## config.mk

```make
export PLATFORM = sky130hd
export DESIGN_NAME = qru_fin
export DESIGN_NICKNAME = d
export VERILOG_FILES = /design/src/sv/quaternion_rotation_unit_defines.svh /design/src/sv/qru_pkg.sv /design/src/sv/qru_fin.sv
export SDC_FILE = /design/constraint.sdc
export NUM_CORES = 1
export LEC_CHECK = 0
export CORE_AREA = 2 2 341 343
export CTS_CLUSTER_DIAMETER = 50
export DETAILED_ROUTE_END_ITERATION = 8
export DIE_AREA = 0 0 343 345
export DONT_BUFFER_PORTS = 1
export SETUP_SLACK_MARGIN = 0.3
export SLEW_MARGIN = 20
export SYNTH_ARGS = -nofsm -noshare
export SYNTH_HDL_FRONTEND = slang
export SYNTH_SLANG_ARGS = --single-unit
```

## constraint.sdc

```tcl
create_clock -name clk -period 8 [get_ports clk]
set_input_delay 0.8 -clock clk [delete_from_list [all_inputs] [get_ports clk]]
set_output_delay 0.8 -clock clk [all_outputs]
set_load 0.02 [all_outputs]
```

## src/sv/quaternion_rotation_unit_defines.svh

```systemverilog
// Assertion macros shared by the quaternion rotation unit.
// Expects clk and arst_n in the scope of each use.
`ifndef QUATERNION_ROTATION_UNIT_DEFINES_SVH
`define QUATERNION_ROTATION_UNIT_DEFINES_SVH

// same-cycle implication
`define QRU_ASSERT(lbl, ante, cons) \
	lbl: assert property (@(posedge clk) disable iff (!arst_n) (ante) |-> (cons)) \
		else $error("quaternion rotation unit: check failed");

// next-cycle implication
`define QRU_ASSERT_NEXT(lbl, ante, cons) \
	lbl: assert property (@(posedge clk) disable iff (!arst_n) (ante) |=> (cons)) \
		else $error("quaternion rotation unit: check failed");

`endif

```

## src/sv/qru_pkg.sv

```systemverilog
// Types and constants of the quaternion rotation unit.
// No dependencies.
package qru_pkg;

	localparam int COMP_WIDTH = 16;
	localparam int FRAC_BITS  = 14;

	// operands are one bit wider so that negating the most negative value is exact
	localparam int OPND_W = COMP_WIDTH + 1;
	localparam int PROD_W = 2 * OPND_W;
	// four products plus the rounding half
	localparam int SUM_W  = PROD_W + 3;

	localparam int IN_DATA_W  = 8 * COMP_WIDTH;
	localparam int OUT_DATA_W = ((4 * COMP_WIDTH + 7) / 8) * 8;

	localparam logic signed [SUM_W-1:0] CMAX =
		SUM_W'((64'sd1 <<< (COMP_WIDTH - 1)) - 64'sd1);
	localparam logic signed [SUM_W-1:0] CMIN = ~CMAX;
	localparam logic signed [SUM_W-1:0] RND_HALF = SUM_W'(64'd1 << (FRAC_BITS - 1));

	typedef enum logic [1:0] {
		REQ_PROD = 2'd0,
		REQ_SAND = 2'd1,
		REQ_ROT  = 2'd2,
		REQ_NONE = 2'd3
	} req_t;

	typedef logic [3:0][COMP_WIDTH-1:0] quat_t;
	typedef logic [3:0][OPND_W-1:0]     opnd_t;
	typedef logic [15:0][PROD_W-1:0]    prod_t;

	// travels alongside the data through every stage
	typedef struct packed {
		req_t  mode;
		quat_t a;
		quat_t t;
		logic  sat1;
	} side_t;

endpackage

```

## src/sv/qru_fin.sv

```systemverilog
// Sum stage: Hamilton-product sums of four products, round half up, saturate.
// Depends on qru_pkg.
module qru_fin (
	input  logic            clk,
	input  logic            arst_n,
	input  logic            in_valid,
	output logic            in_ready,
	input  qru_pkg::prod_t  prod,
	input  qru_pkg::side_t  side_in,
	output logic            out_valid,
	input  logic            out_ready,
	output qru_pkg::quat_t  res,
	output logic [3:0]      sat,
	output qru_pkg::side_t  side_out
);
	import qru_pkg::*;

	logic                      vld_q;
	logic signed [SUM_W-1:0]   sx [16];
	logic signed [SUM_W-1:0]   sum [4];
	logic signed [SUM_W-1:0]   shr [4];
	quat_t                     res_d;
	logic [3:0]                sat_d;
	quat_t                     res_s2;
	logic [3:0]                sat_s2;
	side_t                     side_s2;

	assign in_ready = !vld_q || out_ready;

	always_comb begin
		for (int k = 0; k < 16; k++) begin
			sx[k] = {{(SUM_W-PROD_W){prod[k][PROD_W-1]}}, prod[k]};
		end
		// w: a0b0 - a1b1 - a2b2 - a3b3, then the i, j, k parts
		sum[0] = RND_HALF + sx[0] - sx[5]  - sx[10] - sx[15];
		sum[1] = RND_HALF + sx[1] + sx[4]  + sx[11] - sx[14];
		sum[2] = RND_HALF + sx[2] - sx[7]  + sx[8]  + sx[13];
		sum[3] = RND_HALF + sx[3] + sx[6]  - sx[9]  + sx[12];
		for (int c = 0; c < 4; c++) begin
			shr[c] = sum[c] >>> FRAC_BITS;
			if (shr[c] > CMAX) begin
				res_d[c] = CMAX[COMP_WIDTH-1:0];
				sat_d[c] = 1'b1;
			end else if (shr[c] < CMIN) begin
				res_d[c] = CMIN[COMP_WIDTH-1:0];
				sat_d[c] = 1'b1;
			end else begin
				res_d[c] = shr[c][COMP_WIDTH-1:0];
				sat_d[c] = 1'b0;
			end
		end
	end

	always_ff @(posedge clk or negedge arst_n) begin
		if (!arst_n) begin
			vld_q <= 1'b0;
		end else if (in_ready) begin
			vld_q <= in_valid;
		end
	end

	always_ff @(posedge clk) begin
		if (in_ready && in_valid) begin
			res_s2  <= res_d;
			sat_s2  <= sat_d;
			side_s2 <= side_in;
		end
	end

	assign out_valid = vld_q;
	assign res       = res_s2;
	assign sat       = sat_s2;
	assign side_out  = side_s2;

endmodule

```

==> results.cfg, run 1 <==
[synthesis]
yosysWarnings = 0
synth_edf_count = 199
synthesis.nets = 3131
async_flop_share_pct = 0.500
synth_largest_area_cell = edfxtp_1
synth.avg_cell_area_um2 = 11.2
ys_types = 84
synthCells = 1900
ys_seq_area_share_pct = 28.1
synth.top_cell.area_share_pct = 28.0
netlist_area_um2 = 21300
synth.most_common_cell = ha_1
ys_ff_latch = 200
synth_ff_type = edfxtp_1
synth_top_cells_by_count = ha_1 (284), inv_1 (269), fa_1 (268)
yosys-top-cells-area = edfxtp_1 (28%), fa_1 (25%), ha_1 (17%), inv_1 (4.7%), a21oi_1 (3.1%)

[grt]
antenna_found_initial = 21
grt_pass1_vias = 15200
grt_max_degree = 66
overflow = 0
grt_pass1_wl_um = 101000
grt_use_total_pct = 11.9

[min_path]
min_from = side_in[26]
hold_end = side_out[26]
holdPathStages = 0
hp-class = in2reg

[route]
num_vias = 14800
drtAntennaViolNets = 0
drtPass1Iterations = 5
drt-total-wl_um = 72000
vias_per_cell = 4.31
wl_per_cell_um = 20.9
drc = 0
drt_iter0_drc = 956

[clocking]
cts_buffer_depth = 2
numClockSinks = 200
cts-resized-gates = 0
cts_root_buffer = clkbuf_16
insertion_delay_ns = 0.54
numCtsBuffers = 17
clkTransAtPathRegs_ns = 0.10
cts_tree = built
htree_levels = 4

[worst_setup_path]
critPathMaxFanout = 12
criticalPathCategory = in2reg
rr_startpoint = out_valid
end_kind = flip-flop
rr_worst_depth = 3
ff2ff_setup_slack_ns = 5.55
r2r_end = res[0]
cp_data_arrival_time_ns = 6.02
start_kind = primary input
required_ns = 8.26

[sta]
worst_pin_slew_ns = 1.00
clock-skew-final_ns = 0.0136
final_hold_viol_count = 0
finalCritPeriodShare_pct = 72.0
slew_viol_final = 0
fmax_ghz = 0.174
setup-violations-final = 0
fin_crit_ns = 5.76
setup_tns_ns = 0
rsz0062_at_grt = no
slew_headroom_pct = 32.7
whs_ns = 0.340

[final_layout]
fill_cells = 12500
multi_input_area_um2 = 14200
regArea_um2 = 6000
final_util_pct = 20.7
syn_to_final_growth_pct = 11.6
nets = 3125
final_area_um2 = 23800
layout-drive-gt1-share_pct = 3.46

[placement]
io_buffer_count = 0
gp_congestion = 0.916
dpl.hpwl_um = 63300
place_area_um2 = 23100

[floorplan]
rows = 125
die_w_um = 343
coreArea_um2 = 115000
pin_count = 880
die_h_um = 345
dieArea_um2 = 118000
start_util_pct = 18.5

[flow_run]
maxCapViolCount = 0

[pwr]
peakVddDrop_v = 0.000197
p_leak_nw = 9.97
powerDensity_nw_per_um2 = 307

[status]
status = completed
power by group:
part	internal [mW]	switching, mW	leakage, nW
Sequential	1.49	0.394	1.91
Clock	0.455	0.533	0.303
Combinational	1.79	2.65	7.76
per-stage QoR:
stage          power, mW  instances  setup slack, ns
2_1_floorplan       5.09       1900             1.78
3_3_place_gp        6.27       3398             1.77
3_5_place_dp        6.29       3398             1.64
4_1_cts             7.38       3431             2.28
5_1_grt             7.95       3437             2.01
6_report            7.31       3440             2.24
registers in the layout, indices dropped and copies added (netlist names):
register and flops:
res 64, out_valid 1, sat 4, side_out 131
layout by cell type, fill, tap and decap left out, types with 13 or more instances in the layout:
master     count
xnor2_1       41
nor2_1        59
nor3_1        25
clkbuf_16     17
nand2_1       96
o22ai_1       15
o21bai_1      18
fa_1         268
a31oi_1       15
xor2_1        37
nand3_1       20
nand4_1       30
a21o_1        72
o211ai_1      13
a21oi_1      131
o21ai_0       73
o21a_1        15
ha_1         284
edfxtp_1     199
inv_1        269
layer usage:
metal  vias to the layer above  wire [um]  GRT usage [%]
met4                        26       1510           3.48
met5                         -        171              0
li1                       6740          -              -
met1                      7292      27100           13.2
met2                       699      33900           19.2
met3                        77       9410           6.84
critical path: stages:
cell,delay [ns]
ha_1,0.30
fa_1,0.53
inv_1,0.05
fa_1,0.52
ha_1,0.32
nand4_1,0.12
a211oi_1,0.33
o311ai_0,0.24
a2111oi_0,0.89
nor2_1,0.20
o211ai_1,0.31
nor3_1,0.12
and4_1,0.26
a31oi_1,0.77
o21ai_0,0.23
cell families after synthesis:
logic type	Yosys count	share of synthesized area (%)
adders and majority gates	552	41.8
AOI/OAI and AO/OA	451	13.8
and+or+nand+nor	315	7.47
buffers and inverters	301	5.41
DFF	200	28.1
xor gates and xnor gates	78	3.20
muxes	3	0.147
repair_timing:
item | 4_1_cts | 5_1_grt
setup buffers | 0 | 0
hold endpoints to repair | 1 | 0
hold buffers | 1 | 0
how the worst max path moves through the flow:
stage | from | endpoint | slack, ns | cells past startpoint
after global placement | prod[171] | res[4] | 1.77 | 15
after CTS | prod[171] | res[3] | 2.28 | 15
after floorplan | out_ready | res[0] | 1.78 | 2
after global routing | prod[171] | res[3] | 2.01 | 15
final | prod[171] | res[3] | 2.24 | 15
after detailed placement | prod[171] | res[4] | 1.64 | 15
final cells by class:
type                       instances  area share [%]
clock buffer                      18            1.80
timing repair buffer               7           0.231
sequential                       200            25.2
tap                             1524            8.01
inverter                         269            4.24
clock inverter                    14           0.846
multi-input combinational       1399            59.6
antenna                            9          0.0946
Power figures use the tool's default switching activity.
==> inputs of run 2 (changes only) <==
Clock period 8 ns to 5.97 ns, I/O delays scaled along.
==> run 2 against run 1 <==
Net effect:
- via count is 0.86% higher
- flip-flop and latch count is the same
- critical path depth rose by 2
- first-iteration DRC count up 2.6%
- setup slack got worse by 1.4 ns
- clock power up 39%
- largest power group unchanged
==> results.cfg, run 2 (synthesis gave the netlist of run 1 again) <==
[worst_setup_path]
critPathLaunch = prod[175]
ff2ff_setup_slack_ns = 3.98
cp_cell_sequence = inv_1, fa_1, fa_1, ha_1, ha_1, a211oi_2, nor2_1, o311ai_0, a2111oi_0, buf_4, or4_1, o211ai_1, o21ai_0, or4_4, o21ai_4, buf_12, o21ai_0
rr_startpoint = out_valid
required_ns = 6.25
worst-path-buf-inv = 3
slowest_delay_ns = 0.67
critPathMaxFanout = 13
slowest_stage = o311ai_0
start_kind = primary input
rr_worst_depth = 3
r2r_end = side_out[113]
cp_data_arrival_time_ns = 5.45
criticalPathCategory = in2reg
path_delay_family = compound AO/OA/AOI/OAI gates
end_kind = flip-flop

[placement]
io_buffer_count = 0
pre_cts_ws_ns = 0.374
place_inst = 3407
gp_congestion = 0.914
dpl.hpwl_um = 64700
place_area_um2 = 23200

[clocking]
cts_root_buffer = clkbuf_16
cts_buffer_depth = 2
insertion_delay_ns = 0.56
clkTransAtPathRegs_ns = 0.11
cts_tree = built
numCtsBuffers = 17
numClockSinks = 200
htree_levels = 4

[route]
wl_met3_um = 10100
wl_met1_um = 28100
num_vias = 15000
wl_met2_um = 32800
drc = 0
drt_iter0_drc = 981
dr.max_layer_used = met5
drtPass1Iterations = 5
drt-total-wl_um = 73700
vias_per_cell = 4.35
drtAntennaViolNets = 0
wl_per_cell_um = 21.4

[floorplan]
pin_count = 880
rows = 125
coreArea_um2 = 115000
die_h_um = 345
dieArea_um2 = 118000
start_util_pct = 18.5
die_w_um = 343

[final_layout]
final_area_um2 = 23900
final_util_pct = 20.8
layout-drive-gt1-share_pct = 3.97
largest_reg_flops = 131
nets = 3134
syn_to_final_growth_pct = 12.1
final_cell_mix = ha_1 (284), inv_1 (269), fa_1 (268)
finalNonFillerCells = 3443
final_common_cell = ha_1

[pwr]
finalPower_mw = 9.91
p_leak_nw = 10.0
powerDensity_nw_per_um2 = 414
peakVddDrop_v = 0.000256

[min_path]
hp-class = in2reg
holdPathStages = 0
hold_end = side_out[25]
min_from = side_in[25]

[sta]
clock-skew-final_ns = 0.0237
setup_tns_ns = 0
rsz0062_at_grt = no
fmax_ghz = 0.194
whs_ns = 0.128
worst_pin_slew_ns = 0.798
fin_crit_ns = 5.17
slew_viol_final = 0
slew_headroom_pct = 46.8
finalCritPeriodShare_pct = 86.6
setup-violations-final = 0
setup_slack_ns = 0.802
final_hold_viol_count = 0

[grt]
grt_use_total_pct = 12.2
grt_max_degree = 113
antenna_found_initial = 22
grt_pass1_vias = 15100
overflow = 0
grt_pass1_wl_um = 102000

[flow_run]
maxCapViolCount = 0

[status]
status = completed
==> run 2: changes by cell type in the layout (fill, tap and decap cells not counted), moves of 2 or more <==
| cell | delta |
|---|---|
| clkinv_8 | -2 |
| inv_12 | +5 |
| buf_4 | +6 |
| buf_12 | +3 |
| clkinv_4 | -2 |
| inv_16 | +2 |
| diode_2 | -6 |
==> run 2: layer usage <==
metal	vias to the layer above	track usage, %
met5	-	0
met4	22	5.36
met3	117	7.03
met2	771	18.3
met1	7299	13.9
li1	6752	-
==> run 2: worst reg2reg max path, stage by stage, from the launching register on <==
cell and delay [ns]:
dfrtp_1 0.48, nand2b_1 0.29, and2_4 0.24, buf_12 0.37
==> run 2: timing repair <==
item / CTS / global route
hold buffers: 1 / 0
resized for setup: 0 / 0
endpoints found under the hold margin: 1 / 0
buffers inserted: 0 / 0
==> run 2: worst max path at each step <==
stage | cells after the start | slack, ns | to
floorplan | 16 | 0.98 | res[5]
detailed placement | 17 | 0.37 | res[7]
global placement | 17 | 0.33 | res[6]
CTS | 17 | 0.98 | res[3]
finish | 17 | 0.80 | res[3]
global route | 17 | 0.60 | res[6]
==> run 2: where the power goes <==
group          internal (mW)  switching [mW]
sequential              2.00           0.538
clock                  0.600           0.773
combinational           2.45            3.55
total                   5.05            4.86
==> run 2: final cells by class <==
cell class / instances / area, um^2
sequential: 200 / 6000
tap: 1524 / 1910
clock inverter: 15 / 231
timing repair buffer: 16 / 160
fill: 12500 / 91200
inverter: 269 / 1010
multi-input combinational: 1399 / 14200
antenna: 3 / 7.51
clock buffer: 17 / 425
==> inputs of run 3 (changes only) <==
Clock period 5.97 ns to 4.8 ns, I/O delays scaled along.
==> run 3 against run 2 <==
Net effect:
- global-route usage is 1.8 points higher
- via count is 8.7% higher
- clock skew is 0.0062 ns lower
- combinational power is 61% higher
- worst hold slack worse by 0.046 ns
- critical path type unchanged
- largest cell class unchanged
==> results.cfg, run 3 (synthesis gave the netlist of run 1 again) <==
[worst_setup_path]
cp_data_arrival_time_ns = 4.73
criticalPathCategory = in2reg
end_kind = flip-flop
ff2ff_setup_slack_ns = 2.78
start_kind = primary input
required_ns = 5.05
rr_startpoint = out_valid
critPathLaunch = prod[176]
crit_path_end = res[0]
r2r_end = res[59]
critPathMaxFanout = 13
rr_worst_depth = 3

[placement]
place_area_um2 = 25400
gp_congestion = 0.917
pre_cts_ws_ns = -0.412
io_buffer_count = 0
dpl.hpwl_um = 73400
place_inst = 3631

[sta]
rsz0062_at_grt = yes
final_hold_viol_count = 0
fmax_ghz = 0.223
whs_ns = 0.0818
slew_headroom_pct = 50.9
setup-violations-final = 0
finalCritPeriodShare_pct = 93.4
setup_tns_ns = 0
worst_pin_slew_ns = 0.736
slew_viol_final = 0
clock-skew-final_ns = 0.0175
fin_crit_ns = 4.48
setup_slack_ns = 0.317

[pwr]
peakVddDrop_v = 0.000311
p_leak_nw = 11.7
finalPower_mw = 14.5
powerDensity_nw_per_um2 = 521

[final_layout]
regArea_um2 = 6000
final_common_cell = inv_1
final_cell_mix = inv_1 (263), fa_1 (262), ha_1 (253)
syn_to_final_growth_pct = 30.2
final_util_pct = 24.1
largest_reg_flops = 131
multi_input_area_um2 = 15000
fill_cells = 12300
final_area_um2 = 27800
layout-drive-gt1-share_pct = 17.9
nets = 3490
finalNonFillerCells = 3810

[grt]
grt_max_degree = 99
antenna_found_initial = 19
overflow = 0
grt_pass1_vias = 17100
grt_pass1_wl_um = 118000
grt_use_total_pct = 13.9

[route]
num_vias = 16300
drt_iter0_drc = 1027
vias_per_cell = 4.27
drtPass1Iterations = 5
drt-total-wl_um = 84900
drtAntennaViolNets = 0
wl_per_cell_um = 22.3
drc = 0

[floorplan]
rows = 125
start_util_pct = 18.5
die_h_um = 345
coreArea_um2 = 115000
die_w_um = 343
dieArea_um2 = 118000
pin_count = 880

[min_path]
holdPathStages = 1
hp-class = in2reg

[flow_run]
maxCapViolCount = 0

[status]
status = completed

[clocking]
numClockSinks = 200
cts_tree = built
clkTransAtPathRegs_ns = 0.09
insertion_delay_ns = 0.52
cts_root_buffer = clkbuf_16
htree_levels = 4
cts_buffer_depth = 2
numCtsBuffers = 17
-- run 3: cell types whose count changed in the layout (fill, tap and decap cells not counted), moves of 6 or more --
cell / change
fa_2: +6
inv_12: -6
ha_4: +28
diode_2: +11
inv_1: -6
buf_12: +8
fa_1: -6
ha_1: -31
dlygate4sd3_1: +131
o21ai_0: -15
o21ai_1: +12
a21oi_2: +13
buf_4: +213
a21oi_1: -13
-- run 3: metal layers --
layer	global-route usage, %	part of all wire (%)	wire [um]	vias to the layer above
li1	-	-	-	7478
met1	17.9	43	36900	8102
met2	22.5	47	40100	614
met3	4.21	7.4	6260	68
met4	3.81	1.9	1640	8
met5	0	0.060	51	-
-- run 3: worst min-delay path by stage --
stage                     end  slack, ns      from
finish              out_valid       0.08  in_valid
floorplan           out_valid       0.18    arst_n
detailed placement  out_valid       0.18    arst_n
global route        out_valid       0.03  in_valid
global placement    out_valid       0.18    arst_n
CTS                 out_valid      0.006  in_valid
-- run 3: power by group --
group	switching (mW)	leakage, nW	internal (mW)
logic	5.10	9.53	4.58
registers	0.689	1.91	2.48
clock network	0.879	0.279	0.742
-- run 3: repair_timing --
action,4_1_cts,5_1_grt
pin swaps,0,18
hold buffers,132,0
resized for setup,5,73
endpoints found under the setup margin,16,64
hold endpoints to repair,132,0
buffers inserted,0,1
-- run 3: final cells by class --
type,instances,share of cell area [%]
antenna,14,0.126
clock buffer,19,1.56
clock inverter,13,0.541
inverter,269,3.66
multi-input combinational,1399,53.9
sequential,200,21.6
tap,1524,6.86
timing repair buffer,372,11.8
-- run 3: critical path, cell delays in order --
cell and delay (ns):
inv_1 0.04, fa_1 0.61, fa_1 0.48, ha_4 0.30, ha_4 0.19, buf_6 0.11, o21ai_2 0.14, nor2_2 0.07
o311a_4 0.40, or4_4 0.48, a21oi_4 0.20, o21ai_2 0.07, xor2_1 0.19, or4_4 0.57, o21ai_4 0.16, buf_12 0.15
o21ai_1 0.08
